**src/rtl/svps_pkg.sv**
```systemverilog
// Shared types and constants for the servo pulse sequencer.
`default_nettype none
package svps_pkg;

	localparam int NUM_CH = 6;
	localparam int CH_W   = 3;
	localparam int WID_W  = 12;
	localparam int ANG_W  = 10;
	localparam int SPAN_W = 10;
	localparam int DIFF_W = WID_W + 1;
	localparam int PROD_W = ANG_W + DIFF_W;
	localparam int MAG_W  = PROD_W - 1;
	localparam int CNT_W  = 5;
	localparam int REV_W  = WID_W + 2;
	localparam int CFG_IDX_W  = 3;
	localparam int CFG_DATA_W = 12;

	localparam logic [CH_W-1:0]  NUM_CH_C  = NUM_CH[CH_W-1:0];
	localparam logic [CNT_W-1:0] DIV_LAST  = MAG_W[CNT_W-1:0] - 5'd1;
	localparam logic [WID_W-1:0] WIDTH_MAX = {WID_W{1'b1}};

	localparam logic [WID_W-1:0]  RST_MIN_WIDTH    = 12'd50;
	localparam logic [WID_W-1:0]  RST_MAX_WIDTH    = 12'd250;
	localparam logic [WID_W-1:0]  RST_CENTER_WIDTH = 12'd150;
	localparam logic [SPAN_W-1:0] RST_ANGLE_SPAN   = 10'd180;
	localparam logic [CH_W-1:0]   RST_CHANNEL_CNT  = 3'd6;

	typedef enum logic [2:0] {
		CMD_SET_WIDTH = 3'd0,
		CMD_SET_ANGLE = 3'd1,
		CMD_INC       = 3'd2,
		CMD_DEC       = 3'd3,
		CMD_RESET_ALL = 3'd4,
		CMD_START     = 3'd5,
		CMD_TICK      = 3'd6
	} cmd_t;

	typedef enum logic [CFG_IDX_W-1:0] {
		REG_MIN_WIDTH    = 3'd0,
		REG_MAX_WIDTH    = 3'd1,
		REG_CENTER_WIDTH = 3'd2,
		REG_ANGLE_SPAN   = 3'd3,
		REG_CHANNEL_CNT  = 3'd4,
		REG_REVERSE_MASK = 3'd5
	} reg_idx_t;

	typedef enum logic [2:0] {
		ST_IDLE,
		ST_EXEC,
		ST_ABS,
		ST_DIV,
		ST_ANGLE,
		ST_SCAN,
		ST_RESULT
	} state_t;

endpackage
`default_nettype wire

```
**src/rtl/servo_pulse_sequencer.sv**
```systemverilog
// Servo pulse sequencer: per-channel width store, angle converter and frame sequencer.
//
// Takes one command item at a time and returns one status item (pin levels, frame
// active, frame done) per command. Set width, inc, dec, reset all, a tick that only
// counts down and ignored commands go from the execute state to the result state. Set
// angle on a valid channel runs one multiply, a magnitude step, then a restoring divider
// that produces one quotient bit per cycle, then an offset and saturation step. Start,
// and a tick that ends a pulse, scan the channels through one shared pulse-length unit
// at one channel per cycle. The input side is ready only while the sequencer is idle; a
// finished result sits in the output register while the next item is accepted.
// Configuration writes are always taken.
`default_nettype none
module servo_pulse_sequencer (
	input  wire logic                                 clk,
	input  wire logic                                 arst_n,
	input  wire logic                                 in_valid,
	output logic                                      in_ready,
	input  wire logic [2:0]                           command,
	input  wire logic [svps_pkg::CH_W-1:0]            channel,
	input  wire logic [svps_pkg::WID_W-1:0]           width,
	input  wire logic signed [svps_pkg::ANG_W-1:0]    angle,
	output logic                                      out_valid,
	input  wire logic                                 out_ready,
	output logic [svps_pkg::NUM_CH-1:0]               pin_mask,
	output logic                                      frame_active,
	output logic                                      frame_done,
	input  wire logic                                 cfg_valid,
	output logic                                      cfg_ready,
	input  wire logic [svps_pkg::CFG_IDX_W-1:0]       cfg_index,
	input  wire logic [svps_pkg::CFG_DATA_W-1:0]      cfg_data
);

	svps_pkg::state_t state_q, state_d;

	// configuration
	logic [svps_pkg::WID_W-1:0]  min_q, max_q, center_q;
	logic [svps_pkg::SPAN_W-1:0] span_q;
	logic [svps_pkg::CH_W-1:0]   chcnt_q;
	logic [svps_pkg::NUM_CH-1:0] rev_q;

	// channel state
	logic [svps_pkg::WID_W-1:0] widths_q [svps_pkg::NUM_CH];
	logic                       running_q;
	logic [svps_pkg::CH_W-1:0]  cur_q;
	logic [svps_pkg::WID_W-1:0] ticks_q;
	logic                       done_q;

	// latched item
	svps_pkg::cmd_t                  cmd_q;
	logic [svps_pkg::CH_W-1:0]       ch_q;
	logic [svps_pkg::WID_W-1:0]      wid_q;
	logic signed [svps_pkg::ANG_W-1:0] ang_q;

	// angle datapath
	logic signed [svps_pkg::PROD_W-1:0] prod_q;
	logic [svps_pkg::MAG_W-1:0]         dvd_q;
	logic [svps_pkg::SPAN_W-1:0]        rem_q;
	logic                               neg_q;
	logic [svps_pkg::CNT_W-1:0]         div_cnt_q;
	logic [svps_pkg::CH_W-1:0]          scan_q;

	// result register
	logic                        out_valid_q;
	logic [svps_pkg::NUM_CH-1:0] pin_q;
	logic                        active_q;
	logic                        fdone_q;

	logic                        in_acc;
	logic                        ch_ok;
	logic [svps_pkg::CH_W-1:0]   n_active;
	logic [svps_pkg::CH_W-1:0]   rd_idx;
	logic [svps_pkg::WID_W-1:0]  rd_w;
	logic signed [svps_pkg::DIFF_W-1:0] diff_s;
	logic signed [svps_pkg::PROD_W-1:0] prod_c;
	logic signed [svps_pkg::PROD_W-1:0] prod_neg;
	logic [svps_pkg::SPAN_W-1:0]        span_eff;
	logic [svps_pkg::SPAN_W:0]          trial;
	logic [svps_pkg::SPAN_W:0]          trial_sub;
	logic                               trial_ge;
	logic signed [svps_pkg::PROD_W-1:0] quo_s;
	logic signed [svps_pkg::PROD_W:0]   ang_sum;
	logic [svps_pkg::WID_W-1:0]         ang_w;
	logic signed [svps_pkg::REV_W-1:0]  rev_s;
	logic [svps_pkg::WID_W-1:0]         len_c;
	logic                               scan_end;

	assign in_acc   = in_valid && in_ready;
	assign ch_ok    = ch_q < svps_pkg::NUM_CH_C;
	assign n_active = (chcnt_q > svps_pkg::NUM_CH_C) ? svps_pkg::NUM_CH_C : chcnt_q;
	assign scan_end = scan_q >= n_active;

	always_comb begin
		if (state_q == svps_pkg::ST_SCAN) begin
			rd_idx = scan_end ? '0 : scan_q;
		end else begin
			rd_idx = ch_ok ? ch_q : '0;
		end
	end
	assign rd_w = widths_q[rd_idx];

	// angle * (max - min)
	assign diff_s   = $signed({1'b0, max_q}) - $signed({1'b0, min_q});
	assign prod_c   = ang_q * diff_s;
	assign prod_neg = -prod_q;
	assign span_eff = (span_q == '0) ? {{(svps_pkg::SPAN_W-1){1'b0}}, 1'b1} : span_q;

	// shared restoring divide step
	assign trial     = {rem_q, dvd_q[svps_pkg::MAG_W-1]};
	assign trial_ge  = trial >= {1'b0, span_eff};
	assign trial_sub = trial - {1'b0, span_eff};

	// quotient sign, center offset, saturation
	assign quo_s   = neg_q ? -$signed({1'b0, dvd_q}) : $signed({1'b0, dvd_q});
	assign ang_sum = $signed({quo_s[svps_pkg::PROD_W-1], quo_s})
		+ $signed({{(svps_pkg::PROD_W+1-svps_pkg::WID_W){1'b0}}, center_q});
	always_comb begin
		if (ang_sum < 0) begin
			ang_w = '0;
		end else if (ang_sum > $signed({{(svps_pkg::PROD_W+1-svps_pkg::WID_W){1'b0}},
				svps_pkg::WIDTH_MAX})) begin
			ang_w = svps_pkg::WIDTH_MAX;
		end else begin
			ang_w = ang_sum[svps_pkg::WID_W-1:0];
		end
	end

	// pulse length of the scanned channel, reversed as max - w + min
	assign rev_s = $signed({2'b00, max_q}) + $signed({2'b00, min_q})
		- $signed({2'b00, rd_w});
	always_comb begin
		if (!rev_q[rd_idx]) begin
			len_c = rd_w;
		end else if (rev_s < 0) begin
			len_c = '0;
		end else if (rev_s > $signed({2'b00, svps_pkg::WIDTH_MAX})) begin
			len_c = svps_pkg::WIDTH_MAX;
		end else begin
			len_c = rev_s[svps_pkg::WID_W-1:0];
		end
	end

	// next state
	always_comb begin
		state_d = state_q;
		case (state_q)
			svps_pkg::ST_IDLE: begin
				if (in_acc) state_d = svps_pkg::ST_EXEC;
			end
			svps_pkg::ST_EXEC: begin
				state_d = svps_pkg::ST_RESULT;
				case (cmd_q)
					svps_pkg::CMD_SET_ANGLE: begin
						if (ch_ok) state_d = svps_pkg::ST_ABS;
					end
					svps_pkg::CMD_START: begin
						if (!running_q) state_d = svps_pkg::ST_SCAN;
					end
					svps_pkg::CMD_TICK: begin
						if (running_q && ticks_q <= 12'd1) state_d = svps_pkg::ST_SCAN;
					end
					default: state_d = svps_pkg::ST_RESULT;
				endcase
			end
			svps_pkg::ST_ABS: state_d = svps_pkg::ST_DIV;
			svps_pkg::ST_DIV: begin
				if (div_cnt_q == svps_pkg::DIV_LAST) state_d = svps_pkg::ST_ANGLE;
			end
			svps_pkg::ST_ANGLE: state_d = svps_pkg::ST_RESULT;
			svps_pkg::ST_SCAN: begin
				if (scan_end || len_c != '0) state_d = svps_pkg::ST_RESULT;
			end
			svps_pkg::ST_RESULT: begin
				if (!out_valid_q || out_ready) state_d = svps_pkg::ST_IDLE;
			end
			default: state_d = svps_pkg::ST_IDLE;
		endcase
	end

	// handshake outputs
	always_comb begin
		in_ready  = (state_q == svps_pkg::ST_IDLE);
		cfg_ready = 1'b1;
	end

	assign out_valid    = out_valid_q;
	assign pin_mask     = pin_q;
	assign frame_active = active_q;
	assign frame_done   = fdone_q;

	always_ff @(posedge clk or negedge arst_n) begin
		if (!arst_n) begin
			state_q <= svps_pkg::ST_IDLE;
		end else begin
			state_q <= state_d;
		end
	end

	always_ff @(posedge clk or negedge arst_n) begin
		if (!arst_n) begin
			min_q    <= svps_pkg::RST_MIN_WIDTH;
			max_q    <= svps_pkg::RST_MAX_WIDTH;
			center_q <= svps_pkg::RST_CENTER_WIDTH;
			span_q   <= svps_pkg::RST_ANGLE_SPAN;
			chcnt_q  <= svps_pkg::RST_CHANNEL_CNT;
			rev_q    <= '0;
		end else if (cfg_valid && cfg_ready) begin
			case (svps_pkg::reg_idx_t'(cfg_index))
				svps_pkg::REG_MIN_WIDTH:    min_q    <= cfg_data[svps_pkg::WID_W-1:0];
				svps_pkg::REG_MAX_WIDTH:    max_q    <= cfg_data[svps_pkg::WID_W-1:0];
				svps_pkg::REG_CENTER_WIDTH: center_q <= cfg_data[svps_pkg::WID_W-1:0];
				svps_pkg::REG_ANGLE_SPAN:   span_q   <= cfg_data[svps_pkg::SPAN_W-1:0];
				svps_pkg::REG_CHANNEL_CNT:  chcnt_q  <= cfg_data[svps_pkg::CH_W-1:0];
				svps_pkg::REG_REVERSE_MASK: rev_q    <= cfg_data[svps_pkg::NUM_CH-1:0];
				default: ;
			endcase
		end
	end

	// item latch, arithmetic payload and result fields
	always_ff @(posedge clk) begin
		if (in_acc) begin
			cmd_q <= svps_pkg::cmd_t'(command);
			ch_q  <= channel;
			wid_q <= width;
			ang_q <= angle;
		end
		if (state_q == svps_pkg::ST_EXEC) begin
			prod_q <= prod_c;
		end
		if (state_q == svps_pkg::ST_ABS) begin
			neg_q <= prod_q[svps_pkg::PROD_W-1];
			dvd_q <= prod_q[svps_pkg::PROD_W-1] ? prod_neg[svps_pkg::MAG_W-1:0]
				: prod_q[svps_pkg::MAG_W-1:0];
			rem_q <= '0;
		end else if (state_q == svps_pkg::ST_DIV) begin
			rem_q <= trial_ge ? trial_sub[svps_pkg::SPAN_W-1:0] : trial[svps_pkg::SPAN_W-1:0];
			dvd_q <= {dvd_q[svps_pkg::MAG_W-2:0], trial_ge};
		end
		if (state_q == svps_pkg::ST_RESULT && (!out_valid_q || out_ready)) begin
			pin_q    <= running_q ? ({{(svps_pkg::NUM_CH-1){1'b0}}, 1'b1} << cur_q) : '0;
			active_q <= running_q;
			fdone_q  <= done_q;
		end
	end

	// channel widths, frame state, sequencer counters and output valid
	always_ff @(posedge clk or negedge arst_n) begin
		if (!arst_n) begin
			for (int i = 0; i < svps_pkg::NUM_CH; i++) widths_q[i] <= '0;
			running_q   <= 1'b0;
			cur_q       <= '0;
			ticks_q     <= '0;
			done_q      <= 1'b0;
			scan_q      <= '0;
			div_cnt_q   <= '0;
			out_valid_q <= 1'b0;
		end else begin
			case (state_q)
				svps_pkg::ST_EXEC: begin
					done_q    <= 1'b0;
					div_cnt_q <= '0;
					case (cmd_q)
						svps_pkg::CMD_SET_WIDTH: begin
							if (ch_ok) widths_q[rd_idx] <= wid_q;
						end
						svps_pkg::CMD_INC: begin
							if (ch_ok && ({1'b0, rd_w} + 13'd1) <= {1'b0, max_q})
								widths_q[rd_idx] <= rd_w + 12'd1;
						end
						svps_pkg::CMD_DEC: begin
							if (ch_ok && rd_w > min_q) widths_q[rd_idx] <= rd_w - 12'd1;
						end
						svps_pkg::CMD_RESET_ALL: begin
							for (int i = 0; i < svps_pkg::NUM_CH; i++) begin
								if (i < int'(n_active)) widths_q[i] <= center_q;
							end
						end
						svps_pkg::CMD_START: begin
							scan_q <= '0;
						end
						svps_pkg::CMD_TICK: begin
							if (running_q && ticks_q > 12'd1) ticks_q <= ticks_q - 12'd1;
							scan_q <= cur_q + 3'd1;
						end
						default: ;
					endcase
				end
				svps_pkg::ST_DIV: begin
					div_cnt_q <= div_cnt_q + 5'd1;
				end
				svps_pkg::ST_ANGLE: begin
					widths_q[rd_idx] <= ang_w;
				end
				svps_pkg::ST_SCAN: begin
					if (scan_end) begin
						running_q <= 1'b0;
						cur_q     <= '0;
						ticks_q   <= '0;
						done_q    <= (cmd_q == svps_pkg::CMD_TICK);
					end else if (len_c != '0) begin
						running_q <= 1'b1;
						cur_q     <= scan_q;
						ticks_q   <= len_c;
					end else begin
						scan_q <= scan_q + 3'd1;
					end
				end
				default: ;
			endcase
			if (state_q == svps_pkg::ST_RESULT) begin
				out_valid_q <= 1'b1;
			end else if (out_ready) begin
				out_valid_q <= 1'b0;
			end
		end
	end

`ifndef SYNTHESIS
	a_run_ticks: assert property (@(posedge clk) disable iff (!arst_n)
		running_q |-> (ticks_q != '0 && cur_q < svps_pkg::NUM_CH_C))
		else $error("running frame without a loaded pulse");

	a_pin_onehot: assert property (@(posedge clk) disable iff (!arst_n)
		(out_valid && frame_active) |-> $onehot(pin_mask))
		else $error("active frame result without exactly one pin");

	a_done_idle: assert property (@(posedge clk) disable iff (!arst_n)
		(out_valid && frame_done) |-> (!frame_active && pin_mask == '0))
		else $error("frame done while still pulsing");

	a_div_len: assert property (@(posedge clk) disable iff (!arst_n)
		(state_q == svps_pkg::ST_ANGLE) |-> ($past(state_q) == svps_pkg::ST_DIV
			&& $past(div_cnt_q) == svps_pkg::DIV_LAST))
		else $error("divider finished early");

	a_busy: assert property (@(posedge clk) disable iff (!arst_n)
		(in_valid && in_ready) |=> !in_ready)
		else $error("item accepted while previous still in work");
`endif

endmodule
`default_nettype wire

```
**config.mk**
```make
export PLATFORM = sky130hd
export DESIGN_NAME = servo_pulse_sequencer
export DESIGN_NICKNAME = d
export VERILOG_FILES = /design/src/rtl/svps_pkg.sv /design/src/rtl/servo_pulse_sequencer.sv
export SDC_FILE = /design/constraint.sdc
export NUM_CORES = 1
export LEC_CHECK = 0
export ABC_AREA = 0
export ABC_CLOCK_PERIOD_IN_PS = 7150
export BUFFER_PORTS_ARGS = -buffer_cell sky130_fd_sc_hd__buf_4
export CAP_MARGIN = 15
export CORE_AREA = 5 5 206 208
export DETAILED_ROUTE_END_ITERATION = 8
export DIE_AREA = 0 0 211 213
export PLACE_DENSITY = 0.86
export SYNTH_ARGS = -nofsm -noshare
export SYNTH_HDL_FRONTEND = slang
export SYNTH_SLANG_ARGS = --single-unit
```
**constraint.sdc**
```tcl
create_clock -name clk -period 7.15 [get_ports clk]
set_input_delay 0.715 -clock clk [delete_from_list [all_inputs] [get_ports clk]]
set_output_delay 0.715 -clock clk [all_outputs]
set_load 0.01 [all_outputs]
```
==> results.md, run 1 <==
* Sequential element share of the synthesized area at ~28%
* Clock buffer depth at 3
* Area contributors post-synth: dfrtp_1, fa_1, edfxtp_1, ha_1, a21oi_1
* Worst Path Arrival at ~7.4 ns
* Die ar. at ~0.045 mm^2
* Worst path slowest cell: fa_1
* Most used DFF post-synth: dfrtp_1
* # fillers at 3126
* Yosys warning total at 0
* Ratio of final minimum period to clock period at between 90% and 100%
* Initial Util at between 50% and 60%
* Syn-to-layout area delta at 15.6%
* Total gr overflow at 0
* RSZ-0062 raised after global routing: yes
* CTS tree: done
* Async S/R FF share, synth at ~63%
* Worst Hold Class: in -> async
* Fmax at ~140 MHz
* Gate Count Post-Synth at 2642
* Register area at 0.00659 mm^2
* Buffers added on ports at 57
* Chip Width at around 210 um
* Mapped Nets at between 2k and 3k
* Ant diodes at 0
* Clock tree root driver cell: clkbuf_16
* Worst Path Required at between 7 and 8 ns
* Largest net degree at the start of global routing at 90
* Post-synth EDFFs at 82
* Final nets at slightly above 3k
* Drt total wl at roughly 84000 um
* Final Hold Fails at 0
* Final setup viols at 0
* TritonCTS Sinks at 248
* Most frequent cells in the layout: nand2_1, buf_4, a21oi_1, inv_1, o21ai_0
* Post-Syn Area at ~0.024 mm^2
* Tmin final at approximately 7 ns
* Total track usage at between 30% and 40%
* CTS H-tree depth at 2
* Multi-input logic area at between 0.015 and 0.02 mm^2
* CP endpoint kind: flip-flop
* Distinct cells, synth at roughly 120
* Cts bufs inserted at 34
* CTS clock-pin slew for the worst setup and hold paths at 0.06 ns
* Avg WL per Cell at 25.1 um
* Initial DRC Count at between 3k and 4k
* Die height at 213 um
* Worst Hold Margin at ~0.25 ns
* Layout cells sized above 1 at 18.7%
* Slew @ Worst Pin at ~1.2 ns
* Hpwl dp at 61700 um
* Crit Path Max Fanout at 4
* Slowest stage delay, CP at 0.60 ns
* Share of the synthesized area in the top cell type at 14.6%
* DRT Pass-1 Iters at 6
* Core area at around 0.040 mm^2
* Worst Setup Path Type: reg -> reg
* Syn Area/Cell at about 8.9 um^2
* Most common cell after layout, fill and taps aside: nand2_1
* Setup Skew at just over 0.02 ns
* Drt drc at 0
* First-pass GRT wire length at approximately 130000 um
* Hold buffers post-CTS at 0
* Worst relative slew slack at approximately 21%
* Io pins at 59
* Site row count at 74
* Antenna-violating nets left at 0
* Number of synthesized register bits at ~250
* RePlAce Congestion at about 1.1
* Via/cell ratio at 6.86
* Largest area contributor in the netlist: dfrtp_1
* CP startpoint kind: flip-flop
* Clock Latency Late Sink at ~0.56 ns
* Via Count at 23.0k
* Number of global-route vias before repair at 22.5k
* Final max-slew violation count at 0
* Max-cap violations at 0
* Initial antenna violation count at 0
* Run status: finished clean
[synthesized netlist by cell type (13+ instances only)]
cell	instances
o221ai_1	22
o21a_1	27
or3_1	16
dfrtp_1	137
and2_1	70
xor2_1	38
o211ai_1	21
nand2b_1	37
inv_1	190
o21ai_1	13
a211oi_1	29
o22a_1	20
nor2_1	177
o22ai_1	20
buf_2	18
o31ai_1	18
a31oi_1	35
ha_1	141
or2_2	14
xnor2_1	68
nor2b_1	31
nor3_1	51
edfxtp_1	82
fa_1	130
a21oi_1	203
nand3_1	39
and3_1	24
mux2_2	33
mux2i_1	17
nand2_1	268
clkbuf_1	95
nand4_1	17
a21o_1	23
dfstp_2	19
o21ai_0	188
[timing repair]
item	CTS	global route
pin swaps	16	58
buffers inserted	7	17
setup endpoints to repair	6	50
cloned	0	0
gates resized for setup	23	65
[path summary, 6_finish.rpt]
| kind | to | startpoint | slack [ns] | cells past startpoint |
|---|---|---|---|---|
| max reg2reg | prod_q[22]$_DFFE_PP_ | max_q[0]$_DFFE_PN0P_ | 0.06 | 29 |
| max in group asynchronous | widths_q[42]$_DFFE_PN0P_ | arst_n | 5.34 | 2 |
| max | prod_q[22]$_DFFE_PP_ | max_q[0]$_DFFE_PN0P_ | 0.06 | 29 |
| min reg2reg | rem_q[9]$_SDFFE_PP0P_ | rem_q[9]$_SDFFE_PP0P_ | 0.48 | 2 |
| min | div_cnt_q[1]$_DFFE_PN0P_ | arst_n | 0.25 | 1 |
| min in group clk | wid_q[5]$_DFFE_PP_ | width[5] | 0.33 | 1 |
[area by class of cell]
cell class,count,area share [%]
multi-input cells,2061,58.9
flip-flops and latches,248,24.3
repair buffers,253,7.32
clock buffers,44,3.53
inverters,202,2.80
well taps,532,2.45
clock inverters,17,0.746
[flip-flops by register name, summed over array words and instances (netlist names), 3 cells and up]
| register | cells |
|---|---|
| cur_q | 3 |
| scan_q | 3 |
| ticks_q | 12 |
| prod_q | 23 |
| widths_q | 72 |
| center_q | 12 |
| min_q | 12 |
| span_q | 10 |
| ang_q | 10 |
| max_q | 12 |
| wid_q | 12 |
| rem_q | 10 |
| div_cnt_q | 5 |
| rev_q | 6 |
| dvd_q | 22 |
| pin_mask | 6 |
| chcnt_q | 3 |
| cmd_q | 3 |
| state_q | 3 |
| ch_q | 3 |
[logic make-up (layout without fill, tap and decap cells)]
| group | after synthesis | in the layout | synth area share, % |
|---|---|---|---|
| other | 1 | 1 | 0.0160 |
| muxes | 53 | 53 | 2.46 |
| adders and majority gates | 271 | 271 | 18.6 |
| buffers and inverters | 333 | 516 | 5.67 |
| xor gates and xnor gates | 106 | 106 | 3.95 |
| AOI/OAI and AO/OA | 818 | 818 | 24.0 |
| DFF | 248 | 248 | 28.0 |
| and+or+nand+nor | 812 | 812 | 17.3 |
[routing by layer]
layer	share of wire (%)	routed length [um]	vias to the layer above	GRT usage [%]
met5	0	0	-	0
met1	36	30800	11117	46.9
li1	-	-	9856	-
met2	44	37100	1642	55.5
met4	7.4	6210	0	21.0
met3	12	10300	417	9.96
[stage by stage]
step                      cell area (um^2)  worst slack [ns]  TNS, ns  cells  utilization (%)
after detailed placement             25400            -0.433   -0.999   3269             63.0
after global placement               25400            -0.216   -0.254   3269             63.0
after CTS                            26700          -0.00892  -0.0232   3337             66.2
final                                27200            0.0598        0   3357             67.3
after floorplan                      23500            0.0143        0   2642                -
after global routing                 27200            -0.232   -0.508   3357             67.3
[worst max-delay path, delay by kind of cell (launching register included)]
| kind | cells | cell delay, ns |
|---|---|---|
| flip-flops | 1 | 0.39 |
| XOR/XNOR | 2 | 0.27 |
| adder cells (fa/ha/maj) | 8 | 3.31 |
| AO/OA/AOI/OAI | 14 | 2.31 |
| AND/OR/NAND/NOR | 2 | 0.33 |
| buffers and inverters | 3 | 0.19 |
Power of run 1 is left out: the tool's default activity adds up to more than one toggle a clock period on the data nets, which glitch-free logic cannot reach.
==> inputs of run 2 (changes only) <==
--- a/config.mk
+++ b/config.mk
@@ -10,6 +10,7 @@
 export BUFFER_PORTS_ARGS = -buffer_cell sky130_fd_sc_hd__buf_4
 export CAP_MARGIN = 15
 export CORE_AREA = 5 5 206 208
+export CTS_BUF_LIST = sky130_fd_sc_hd__clkbuf_4
 export DETAILED_ROUTE_END_ITERATION = 8
 export DIE_AREA = 0 0 211 213
 export PLACE_DENSITY = 0.86
==> run 2 against run 1 <==
Setup slack lost 0.039 ns. Register-to-register slack got worse by 0.04 ns. First-iteration DRC count shrank 5.1%. Via count up 0.72%. Design area down 0.45%. Hold slack worse by 0.19 ns. Count of clock-buffer cells in the layout grew 67. Critical path depth increased by 1. Clock skew increased by 0.024 ns. Final cell count increased by 2.5%. Die area stayed put. Non-clock buffer count is 3 higher. Critical path type unchanged. Critical endpoint unchanged.
==> results.md, run 2 (synthesis results as in run 1) <==
* Number of flip-flops in the largest register at between 70 and 80
* CTS H-tree depth at 3
* Slew @ Worst Pin at roughly 1.2 ns
* CP bufs+invs at 4
* Crit Path Max Fanout at 4
* Drt total wl at between 80000 and 90000 um
* Clock buffer depth at 3
* Antenna-violating nets left at 0
* RePlAce Congestion at 1.08
* Worst path slowest cell: fa_1
* CP top delay family: adder cells
* Initial DRC Count at about 3.3k
* Hold_sp: channel[2]
* TritonCTS Sinks at roughly 250
* Drt drc at 0
* Number of global-route vias before repair at roughly 22k
* RSZ-0062 raised after global routing: yes
* Hpwl dp at 61700 um
* Io pins at 59
* Max-cap violations at 0
* Most flops, register: widths_q
* CTS tree: done
* Reg2reg start: max_q[0]$_DFFE_PN0P_
* R2r endpoint: prod_q[22]$_DFFE_PP_
* Chip Width at roughly 210 um
* CP endpoint kind: flip-flop
* Ratio of final minimum period to clock period at 99.7%
* Buffers added on ports at 57
* Largest net degree at the start of global routing at 90
* Final setup viols at 0
* Reg2Reg Setup Slack at 0.02 ns
* Hold Path Depth at 1
* # fillers at roughly 3.2k
* Final Hold Fails at 0
* Clock tree root driver cell: clkbuf_4
* Layout cells sized above 1 at about a fifth
* Fmax at roughly 140 MHz
* Die height at 213 um
* Most frequent cells in the layout: nand2_1, buf_4, a21oi_1, inv_1, o21ai_0
* Tmin final at between 7 and 8 ns
* Worst Hold End: ch_q[2]$_DFFE_PP_
* Worst reg2reg path depth at 30
* Via Count at roughly 23k
* CP startpoint kind: flip-flop
* Setup Skew at roughly 0.044 ns
* First-pass GRT wire length at between 100000 and 150000 um
* Total track usage at 36.4%
* CTS clock-pin slew for the worst setup and hold paths at around 0.08 ns
* DRT Pass-1 Iters at 7
* Final nets at between 3k and 4k
* Worst Hold Class: in -> reg
* Layout Cells excl Fill at 3440
* Die ar. at about 0.045 mm^2
* Run status: finished clean
* Worst Path Arrival at approximately 7.7 ns
* Via/cell ratio at 6.74
* Initial Util at around three fifths
* Worst Path Required at 7.68 ns
* Site row count at 74
* Avg WL per Cell at between 20 and 25 um
* Dpl cells at ~3.3k
* Worst Setup Path Type: reg -> reg
* Worst relative slew slack at 22.9%
* Final max-slew violation count at 0
* Core area at roughly 0.040 mm^2
* Syn-to-layout area delta at 15.0%
* Total gr overflow at 0
* Cts bufs inserted at 76
* Most common cell after layout, fill and taps aside: nand2_1
* Initial antenna violation count at 1
* Clock Latency Late Sink at 0.82 ns
* Slowest stage delay, CP at slightly above 0.6 ns
* Top Registers: widths_q (72), prod_q (23), dvd_q (22)
## run 2: area by class of cell
cell class	count	area [um^2]	area share, %
Timing Repair Buffer	256	2010	7.45
Clock inverter	28	114	0.421
Sequential cell	248	6590	24.4
Inverter	202	762	2.82
Antenna cell	2	5.00	0.0185
Multi-Input combinational cell	2061	16100	59.4
Tap cell	532	666	2.46
Clock buffer	111	833	3.08
## run 2: how the worst max path moves through the flow
stage | startpoint | endpoint | depth (start not counted)
floorplan | min_q[1]$_DFFE_PN1P_ | prod_q[22]$_DFFE_PP_ | 30
global placement | min_q[1]$_DFFE_PN1P_ | prod_q[22]$_DFFE_PP_ | 28
detailed placement | min_q[1]$_DFFE_PN1P_ | prod_q[22]$_DFFE_PP_ | 28
CTS | chcnt_q[2]$_DFFE_PN1P_ | scan_q[2]$_DFFE_PN0P_ | 25
global route | min_q[1]$_DFFE_PN1P_ | prod_q[22]$_DFFE_PP_ | 28
finish | max_q[0]$_DFFE_PN0P_ | prod_q[22]$_DFFE_PP_ | 30
## run 2: layer usage
| metal | up-vias | GRT usage (%) | share of wire, % |
|---|---|---|---|
| li1 | 10000 | - | - |
| met1 | 11102 | 46.9 | 37 |
| met2 | 1677 | 55.7 | 44 |
| met3 | 418 | 9.95 | 12 |
| met4 | 0 | 20.9 | 7.3 |
| met5 | - | 0 | 0 |
## run 2: worst register-to-register path: cells and delay by family (launching register included)
kind / cells / cell delay [ns]
AND/OR/NAND/NOR: 2 / 0.36
flip-flops: 1 / 0.40
AO/OA/AOI/OAI: 14 / 2.15
buffers and inverters: 4 / 0.34
adder cells (fa/ha/maj): 8 / 3.35
XOR/XNOR: 2 / 0.26
## run 2: through the flow
step / setup slack (ns) / hold WS, ns / cell area [um^2] / setup TNS [ns] / util, %
floorplan: 0.0143 / 0.419 / 23500 / 0 / -
global placement: -0.216 / 0.437 / 25400 / -0.254 / 63.0
detailed placement: -0.433 / 0.458 / 25400 / -0.999 / 63.0
CTS: 0.0102 / 0.0237 / 26600 / 0 / 65.8
global route: -0.245 / 0.0404 / 27000 / -0.598 / 67.0
finish: 0.0213 / 0.0698 / 27000 / 0 / 67.0
## run 2: timing repair
item                                    4_1_cts  5_1_grt
buffers inserted                              9       17
pin swaps                                    15       68
hold buffers                                  1        0
resized for setup                            27       65
endpoints found under the setup margin        4       48
endpoints found under the hold margin        24        0
Power of run 2 is left out for the same reason.
